### src/hw/rtl/iida_pkg.sv
// Shared types and constants for the indexed insert/delete array.
// Holds request and status codes and the command struct broadcast to the cells.
// No dependencies.
package iida_pkg;

    // Default sizing
    localparam int CAPACITY_DEF  = 64;
    localparam int WORD_BITS_DEF = 64;

    // Fixed port widths
    localparam int WORD_PORT_W = 64;
    localparam int FIELD_W     = 7;

    // Width of position and count values inside the array, sized for the largest capacity
    localparam int CAPACITY_MAX = 1024;
    localparam int CNT_MAX_W    = $clog2(CAPACITY_MAX + 1);

    // Request codes
    typedef enum logic [2:0] {
        REQ_APPEND = 3'd0,
        REQ_INSERT = 3'd1,
        REQ_REMOVE = 3'd2,
        REQ_TRUNC  = 3'd3,
        REQ_READ   = 3'd4
    } req_t;

    // Result status codes
    typedef enum logic [1:0] {
        ST_DONE  = 2'd0,
        ST_FULL  = 2'd1,
        ST_RANGE = 2'd2
    } status_t;

    // Per-cycle cell operation
    typedef enum logic [2:0] {
        OP_NONE   = 3'd0,
        OP_APPEND = 3'd1,
        OP_INSERT = 3'd2,
        OP_REMOVE = 3'd3,
        OP_TRUNC  = 3'd4,
        OP_READ   = 3'd5
    } op_t;

    // Command broadcast to every cell.
    // pos: insert/remove/read position, or the new count for a truncation.
    // cnt: entry count before the request.
    typedef struct packed {
        op_t                  op;
        logic [CNT_MAX_W-1:0] pos;
        logic [CNT_MAX_W-1:0] cnt;
    } cmd_t;

endpackage

### src/hw/rtl/iida_cell.sv
// One storage cell of the indexed insert/delete array.
// Holds one entry, takes from its lower or upper neighbor on insert/remove.
// Depends on iida_pkg.
module iida_cell #(
    parameter int WORD_BITS = iida_pkg::WORD_BITS_DEF,
    parameter int IDX       = 0
) (
    input  logic                 clk,
    input  logic                 rst_n,
    input  iida_pkg::cmd_t       cmd,
    input  logic [WORD_BITS-1:0] word_in,
    input  logic [WORD_BITS-1:0] lower_in,
    input  logic [WORD_BITS-1:0] upper_in,
    output logic [WORD_BITS-1:0] entry,
    output logic [WORD_BITS-1:0] read_part
);

    localparam logic [iida_pkg::CNT_MAX_W-1:0] MY_IDX  = iida_pkg::CNT_MAX_W'(IDX);
    localparam logic [iida_pkg::CNT_MAX_W-1:0] MY_NEXT = iida_pkg::CNT_MAX_W'(IDX + 1);

    logic [WORD_BITS-1:0] entry_reg;
    logic [WORD_BITS-1:0] entry_next;

    // Decide this cell's move from the broadcast command
    always_comb
    begin
        entry_next = entry_reg;
        unique case (cmd.op)
            iida_pkg::OP_APPEND:
            begin
                if (MY_IDX == cmd.cnt)
                    entry_next = word_in;
            end
            iida_pkg::OP_INSERT:
            begin
                if (MY_IDX == cmd.pos)
                    entry_next = word_in;
                else if (MY_IDX > cmd.pos && MY_IDX <= cmd.cnt)
                    entry_next = lower_in;
            end
            iida_pkg::OP_REMOVE:
            begin
                if (MY_IDX >= cmd.pos && MY_NEXT < cmd.cnt)
                    entry_next = upper_in;
                else if (MY_NEXT == cmd.cnt)
                    entry_next = '0;
            end
            iida_pkg::OP_TRUNC:
            begin
                if (MY_IDX >= cmd.pos)
                    entry_next = '0;
            end
            default:
            begin
                entry_next = entry_reg;
            end
        endcase
    end

    // Hold the entry
    always_ff @(posedge clk or negedge rst_n)
    begin
        if (!rst_n)
            entry_reg <= '0;
        else
            entry_reg <= entry_next;
    end

    assign entry = entry_reg;

    // Drive the entry onto the read OR tree when addressed
    assign read_part = (cmd.op == iida_pkg::OP_READ && MY_IDX == cmd.pos) ? entry_reg : '0;

endmodule

### config.mk
export PLATFORM = sky130hd
export DESIGN_NAME = iida_cell
export DESIGN_NICKNAME = d
export VERILOG_FILES = /design/src/hw/rtl/iida_pkg.sv /design/src/hw/rtl/iida_cell.sv
export SDC_FILE = /design/constraint.sdc
export NUM_CORES = 1
export LEC_CHECK = 0
export BUFFER_PORTS_ARGS = -buffer_cell sky130_fd_sc_hd__buf_4
export CAP_MARGIN = 15
export CORE_AREA = 3 3 134 136
export DETAILED_ROUTE_END_ITERATION = 12
export DIE_AREA = 0 0 137 139
export GPL_ROUTABILITY_DRIVEN = 0
export GPL_TIMING_DRIVEN = 0
export PLACE_DENSITY_LB_ADDON = 0.25
export SLEW_MARGIN = 20
export SYNTH_ARGS = -nofsm -noshare
export SYNTH_HDL_FRONTEND = slang
export SYNTH_SLANG_ARGS = --single-unit
### constraint.sdc
create_clock -name clk -period 2 [get_ports clk]
set_clock_uncertainty 0.05 [all_clocks]
set_input_delay 0.1 -clock clk [delete_from_list [all_inputs] [get_ports clk]]
set_output_delay 0.1 -clock clk [all_outputs]
set_load 0.1 [all_outputs]
# --- Word level (Yosys, flattened, before mapping) ---
# Cells that the tools add are included.
totals:
  out_inout_bits: 128
  word_cells: 30
  regBits: 64
  inputBits: 219
op_classes:
  order_cmp: 4
  n_eq_ne: 10
  reduce_logical: 7
  muxes: 8
op_table:
  columns: ["cell", "n"]
  rows:
  - ["$mux 64", 7]
  - ["$pmux 64 s4", 1]
  - ["$logic_not 11->1", 2]
  - ["$eq 1x11->1 const A", 1]
  - ["$ge 1x11->1 const A", 1]
  - ["$gt 1x11->1 const A", 1]
  - ["$le 1x11->1 const A", 1]
  - ["$lt 1x11->1 const A", 1]
  - ["$eq 3x2->1 const B", 2]
  - ["$eq 3x3->1 const B", 2]
  - ["$ne 3x3->1 const B", 2]
  - ["$reduce_and 5->1", 1]
  - ["$ne 2x2->1 const B", 2]
  - ["$reduce_bool 4->1", 1]
  - ["$eq 3x1->1 const B", 1]
  - ["$logic_and 1x1->1", 3]

# --- Longest topological paths before layout ---
# Gate-level depths: netlist of the first run.
depth:
  ltp_word: 5
  depth_mapped: 8
  depth_no_buf: 5

# --- Least setup slack after synthesis of the first run ---
# No wires, ideal clock.
synth_timing:
  path_type: "input port to output port"
  start: "input port cmd[16] in the netlist's numbering"
  end: "output port read_part[10]"
  stages: 5
  arrival_time_ps: 2131
  required_time_ps: 1850
  slack_ps: -281
  cell_sequence: "nor4_2 nand3_1 nor3_1 clkbuf_1 and2_1"
synth_between:
  elab_chain_cells: 3
synth_rtl:
  columns: ["element", "line", "rtl"]
  rows:
  - ["from (decl)", "iida_cell.sv:10", "input iida_pkg::cmd_t cmd,"]
  - ["$logic_not 11->1", "iida_cell.sv:72", "assign read_part = (cmd.op == iida_pkg::OP_READ && MY_IDX == cmd.pos) ? entry_reg : '0;"]
  - ["$logic_and 1x1->1", "iida_cell.sv:72", null]
  - ["$mux 64", "iida_cell.sv:72", null]
  - ["to (decl)", "iida_cell.sv:15", "output logic [WORD_BITS-1:0] read_part"]
# No other way between the ends.

# --- Worst setup path after layout of the first run ---
layout_timing:
  start: "input port cmd[13] in the netlist's numbering"
  end: "register entry_reg[13], in the netlist entry[13]"
layout_between:
  elab_chain_cells: 4
  elab_cells_between_ends: 12
  classes_between: "order compare (2); eq/ne (3); mux (3); reduce/logical (4)"
layout_rtl:
  columns: ["element", "line", "rtl"]
  rows:
  - ["$ge 1x11->1 / $gt 1x11->1 (equally long branches)", "iida_cell.sv:43, iida_cell.sv:50, iida_cell.sv:38", null]
  - ["$logic_and 1x1->1 (on tied branches)", "iida_cell.sv:43, iida_cell.sv:38", null]
  - ["$ne 3x3->1 (no line) / $mux 64 (equally long branches)", null, null]
  - ["$reduce_and 5->1 (no line) / $pmux 64 s4 (equally long branches)", null, null]
  - ["to (signal assigned)", "iida_cell.sv:66", "entry_reg <= entry_next;"]
  - ["to (decl)", "iida_cell.sv:21", "logic [WORD_BITS-1:0] entry_reg;"]
# Several ways; a longest one is shown, not always the timed one.
# A chain may end at the register's enable or synchronous reset.

==> results of run 1 <==
## layout make-up
| type | instances | area (um2) |
|---|---|---|
| buffer | 38 | 220 |
| clock buffer | 14 | 284 |
| clock inverter | 2 | 35.0 |
| fill | 1675 | 8850 |
| inverter | 1 | 3.75 |
| multi-input combinational | 340 | 2870 |
| sequential | 64 | 1600 |
| tap | 225 | 282 |
| timing repair buffer | 353 | 2910 |
## placed cells by master, fill, tap and decap left out, types with 2 or more instances in the layout
cell and n:
nor4_4 2, buf_6 42, a22oi_1 64, clkbuf_1 19
buf_4 304, nor3_1 2, buf_8 15, mux2i_1 64
clkbuf_4 2, mux2_1 20, buf_2 2, clkbuf_2 6
dfrtp_1 64, clkbuf_8 4, nand2b_1 2, clkbuf_16 9
and2_2 64, o21a_1 2, mux2_2 44, o21ai_0 64
## metal layers
layer / GRT usage [%] / wire length, um
met4: 5.88 / 330
met3: 4.06 / 1340
met1: 22.5 / 7530
met2: 34.5 / 9740
met5: 0 / 0
## through the flow
| step | setup slack (ps) | instances |
|---|---|---|
| finish | 88.9 | 1037 |
| global route | -5.98 | 1037 |
| CTS | 0.523 | 1035 |
| detailed placement | -911 | 1015 |
| global placement | -1170 | 1015 |
| floorplan | 5.00 | 445 |
## where the power goes
part / switching, mW / total, mW / internal (mW)
logic: 0.387 / 0.828 / 0.441
clock network: 0.562 / 1.66 / 1.10
registers: 0.00969 / 1.32 / 1.31
total: 0.959 / 3.81 / 2.85
## worst max-delay path: stages
cell,delay (ps)
buf_4,120
nor4_4,370
nand3_2,160
buf_4,180
or3_4,370
o211ai_4,100
buf_12,170
buf_6,160
mux2_2,340
## repair_timing
item                       4_1_cts  5_1_grt
hold endpoints to repair        64        0
setup buffers                    4        3
pin swaps                        3        3
hold buffers                     1        0
setup endpoints to repair      124      113
gates resized for setup         64       26
## final timing paths
| check | start | to |
|---|---|---|
| max | cmd[13] | entry[13] |
| min in group asynchronous | rst_n | entry[40] |
| min | lower_in[54] | entry[54] |
| min reg2reg | entry[7] | entry[7] |
| max reg2reg | entry[10] | entry[10] |
| max in group asynchronous | rst_n | entry[10] |
## cell families (layout without fill, tap and decap cells)
logic type             after synthesis  after routing  share of synthesized area (%)
AOI/OAI and AO/OA                  132            132                           18.8
muxes                              128            128                           30.0
and+or+nand+nor                     80             80                           11.3
DFF                                 64             64                           35.3
buffers and inverters               41            408                           4.66
==> results.json, run 1 <==
{
  "dpl_cell_area_um2": 7510,
  "critPathKind": "primary input to flip-flop",
  "cts_max_path_buffers": 2,
  "drc": 0,
  "io_buffers": 345,
  "syn_inst": 445,
  "rr_worst_depth": 1,
  "p_leak_nw": 4.25,
  "antenna_found_initial": 0,
  "finalSetupTns_ps": 0,
  "core_area_um2": 17100,
  "die_area_um2": 19000,
  "maxSlewHeadroom_pct": 43.2,
  "drtAntennaViolNets": 0,
  "fin_nets": 1026,
  "synth_seq_cells": 64,
  "finalSetupViolCount": 0,
  "power_per_cell_area_nw_per_um2": 464,
  "yosysTopAreaCellShare_pct": 35.3,
  "cts_buffers": 9,
  "cts_sinks": 64,
  "max-cap-violations": 0,
  "cp-end-kind": "flip-flop",
  "drtIter0Drc": 180,
  "num_rows": 48,
  "drt-pass1-iter-count": 4,
  "required_ps": 2160,
  "min_path_cells": 4,
  "die_w_um": 137,
  "syn_to_final_growth_pct": 80.8,
  "cp-start-kind": "primary input",
  "synthesis.area_um2": 4540,
  "vias": 5040,
  "groute.usage.overall_pct": 19.2,
  "fmax_mhz": 523,
  "grt_max_degree": 65,
  "synth_area_per_cell_um2": 10.2,
  "worst-slew-pin-transition_ps": 852,
  "viasPerCell": 4.86,
  "rrSetupSlack_ps": 1140,
  "io_pins": 347,
  "final-hold-violation-count": 0,
  "grt_pass1_wl_um": 28400,
  "path_clk_slew_ps": 50,
  "holdWs_ps": 61.6,
  "detailed_place_hpwl_um": 14600,
  "yosysSeqAreaShare_pct": 35.3,
  "insertion_delay_ps": 330,
  "synth_edf_count": 0,
  "routedWlPerCell_um": 18.3,
  "stdcell_area_um2": 8210,
  "cp_max_fo": 10,
  "yosys_most_used_dff": "dfrtp_1",
  "root_buffer": "clkbuf_16",
  "synthesis.nets": 664,
  "p_total_mw": 3.81,
  "die_h_um": 139,
  "drive_above_1_share_pct": 62.2,
  "n_antenna_cell": 0,
  "critPathArrivalTime_ps": 2070,
  "cts_tree": "built",
  "ys_types": 28,
  "hold_path.class": "primary input to flip-flop",
  "status": "completed",
  "finalMaxSlewViolations": 0,
  "synth_top_cell_by_area": "dfrtp_1",
  "netlist_top_cells_area": "dfrtp_1 (35%), mux2i_1 (14%), mux2_2 (11%), a22oi_1 (11%), and2_1 (8.8%)",
  "peakVddDrop_mv": 0.344,
  "drt-total-wl_um": 18900,
  "cts-htree-levels": 3,
  "synth_common_cells": "a22oi_1 (64), and2_1 (64), dfrtp_1 (64), mux2i_1 (64), o21ai_0 (64)",
  "yosysWarnings": 0,
  "fin_util_pct": 48.1,
  "grt_overflow_total": 0,
  "initial_core_util_pct": 26.6,
  "post-route-period-util_pct": 95.6,
  "fin_crit_ps": 1910,
  "ys_async_sr_fraction_pct": 100,
  "grt_pass1_vias": 5342,
  "largest_reg_flops": 64
}
(Power assumes the default switching activity.)
==> run 2, diff against run 1 <==
--- a/config.mk
+++ b/config.mk
@@ -7,9 +7,10 @@
 export LEC_CHECK = 0
 export BUFFER_PORTS_ARGS = -buffer_cell sky130_fd_sc_hd__buf_4
 export CAP_MARGIN = 15
-export CORE_AREA = 3 3 134 136
+export CORE_AREA = 3 3 135 137
+export CTS_BUF_LIST = sky130_fd_sc_hd__clkbuf_4 sky130_fd_sc_hd__clkbuf_8
 export DETAILED_ROUTE_END_ITERATION = 12
-export DIE_AREA = 0 0 137 139
+export DIE_AREA = 0 0 138 140
 export GPL_ROUTABILITY_DRIVEN = 0
 export GPL_TIMING_DRIVEN = 0
 export PLACE_DENSITY_LB_ADDON = 0.25
==> results.json, run 2 (synthesis gave the netlist of run 1 again) <==
{
  "crit_end": "read_part[42]",
  "max-cap-violations": 0,
  "min_path_cells": 4,
  "fin_cells": 1036,
  "cts-htree-levels": 3,
  "worst-slew-pin-transition_ps": 861,
  "hold_path.class": "primary input to flip-flop",
  "cts_max_path_buffers": 2,
  "required_ps": 1850,
  "critPathKind": "primary input to primary output",
  "fin_nets": 1026,
  "final-hold-violation-count": 0,
  "maxSlewHeadroom_pct": 42.6,
  "insertion_delay_ps": 350,
  "post-route-period-util_pct": 94.8,
  "groute.usage.overall_pct": 18.7,
  "p_leak_nw": 4.17,
  "cp_max_fo": 10,
  "finalMaxSlewViolations": 0,
  "fin_crit_ps": 1900,
  "fmax_mhz": 527,
  "cts_buffers": 9,
  "io_pins": 347,
  "cts_sinks": 64,
  "path_clk_slew_ps": 70,
  "detailed_place_hpwl_um": 14600,
  "rrSetupSlack_ps": 1110,
  "antenna_found_initial": 0,
  "layout_commonest_cell": "buf_4",
  "grt_max_degree": 65,
  "rr_worst_depth": 1,
  "peakVddDrop_mv": 0.255,
  "die_area_um2": 19300,
  "die_w_um": 138,
  "status": "completed",
  "largest_reg_flops": 64,
  "grt_overflow_total": 0,
  "placed_cells": 1015,
  "finalSetupTns_ps": 0,
  "r2r_end": "entry[10]",
  "cp-start-kind": "primary input",
  "initial_core_util_pct": 26.4,
  "cp-end-kind": "primary output",
  "drtAntennaViolNets": 0,
  "io_buffers": 345,
  "critPathArrivalTime_ps": 1750,
  "routedWlPerCell_um": 18.2,
  "cts_tree": "built",
  "n_antenna_cell": 0,
  "drive_above_1_share_pct": 62.0,
  "root_buffer": "clkbuf_8",
  "power_per_cell_area_nw_per_um2": 392,
  "drt-pass1-iter-count": 5,
  "critPathLaunch": "cmd[16]",
  "fillers": 1723,
  "core_area_um2": 17200,
  "rsz0062_at_grt": "no",
  "drtIter0Drc": 215,
  "finalSetupViolCount": 0,
  "rr_startpoint": "entry[10]",
  "die_h_um": 140,
  "drc": 0,
  "drt-total-wl_um": 18900,
  "syn_to_final_growth_pct": 76.1,
  "grt_pass1_wl_um": 28700,
  "vias": 5070,
  "grt_pass1_vias": 5072,
  "num_rows": 48,
  "viasPerCell": 4.89,
  "holdWs_ps": 35.7
}
## run 2: critical path, cell delays in order
cell and delay [ps]:
buf_4 120, nor4_4 330, nand3_2 170, nor3_4 260, buf_12 150, buf_2 200, and2_2 180, buf_6 220
## run 2: where the power goes
| group | switching [mW] | leakage [nW] | internal [mW] |
|---|---|---|---|
| clock network | 0.533 | 0.0858 | 0.464 |
| registers | 0.00942 | 0.893 | 1.31 |
| logic | 0.383 | 3.19 | 0.441 |
## run 2: repair_timing
item | in CTS | in global routing
cloned | 0 | 0
endpoints found under the hold margin | 64 | 0
hold buffers | 1 | 0
setup buffers | 3 | 4
pin swaps | 3 | 4
setup endpoints to repair | 124 | 110
resized for setup | 64 | 5
## run 2: layout make-up
type,count,area (um2),area share [%]
Buffer,38,215,2.69
Clock buffer,11,139,1.74
Clock inverter,4,22.5,0.282
Inverter,1,3.75,0.0470
Multi-Input combinational cell,340,2860,35.8
Sequential cell,64,1600,20.0
Tap cell,225,282,3.52
Timing Repair Buffer,353,2870,35.9
## run 2: metrics by stage
stage               power, mW  util, %  setup slack [ps]  instance area (um2)
floorplan                1.69        -              5.00                 4620
global placement         2.15     43.6             -1100                 7490
detailed placement       2.16     43.6              -713                 7490
CTS                      3.19     46.2              3.11                 7940
global route             3.31     46.5              1.50                 7990
finish                   3.14     46.5               103                 7990
## run 2: metal layers
layer  vias up  GRT usage (%)  wire, um  part of all wire, %
met2       236           32.3      9550                   51
met1      2428           22.9      7510                   40
li1       2386              -         -                    -
met5         -              0         0                    0
met3        20           5.97      1500                  7.9
met4         0           4.42       306                  1.6
## run 2: worst min path at each step
stage            startpoint   endpoint  slack [ps]
2_1_floorplan         rst_n   entry[0]        -250
3_3_place_gp          rst_n  entry[13]         230
3_5_place_dp          rst_n  entry[28]         230
4_1_cts        lower_in[47]  entry[47]          10
5_1_grt        lower_in[58]  entry[58]          30
6_report       lower_in[48]  entry[48]          40
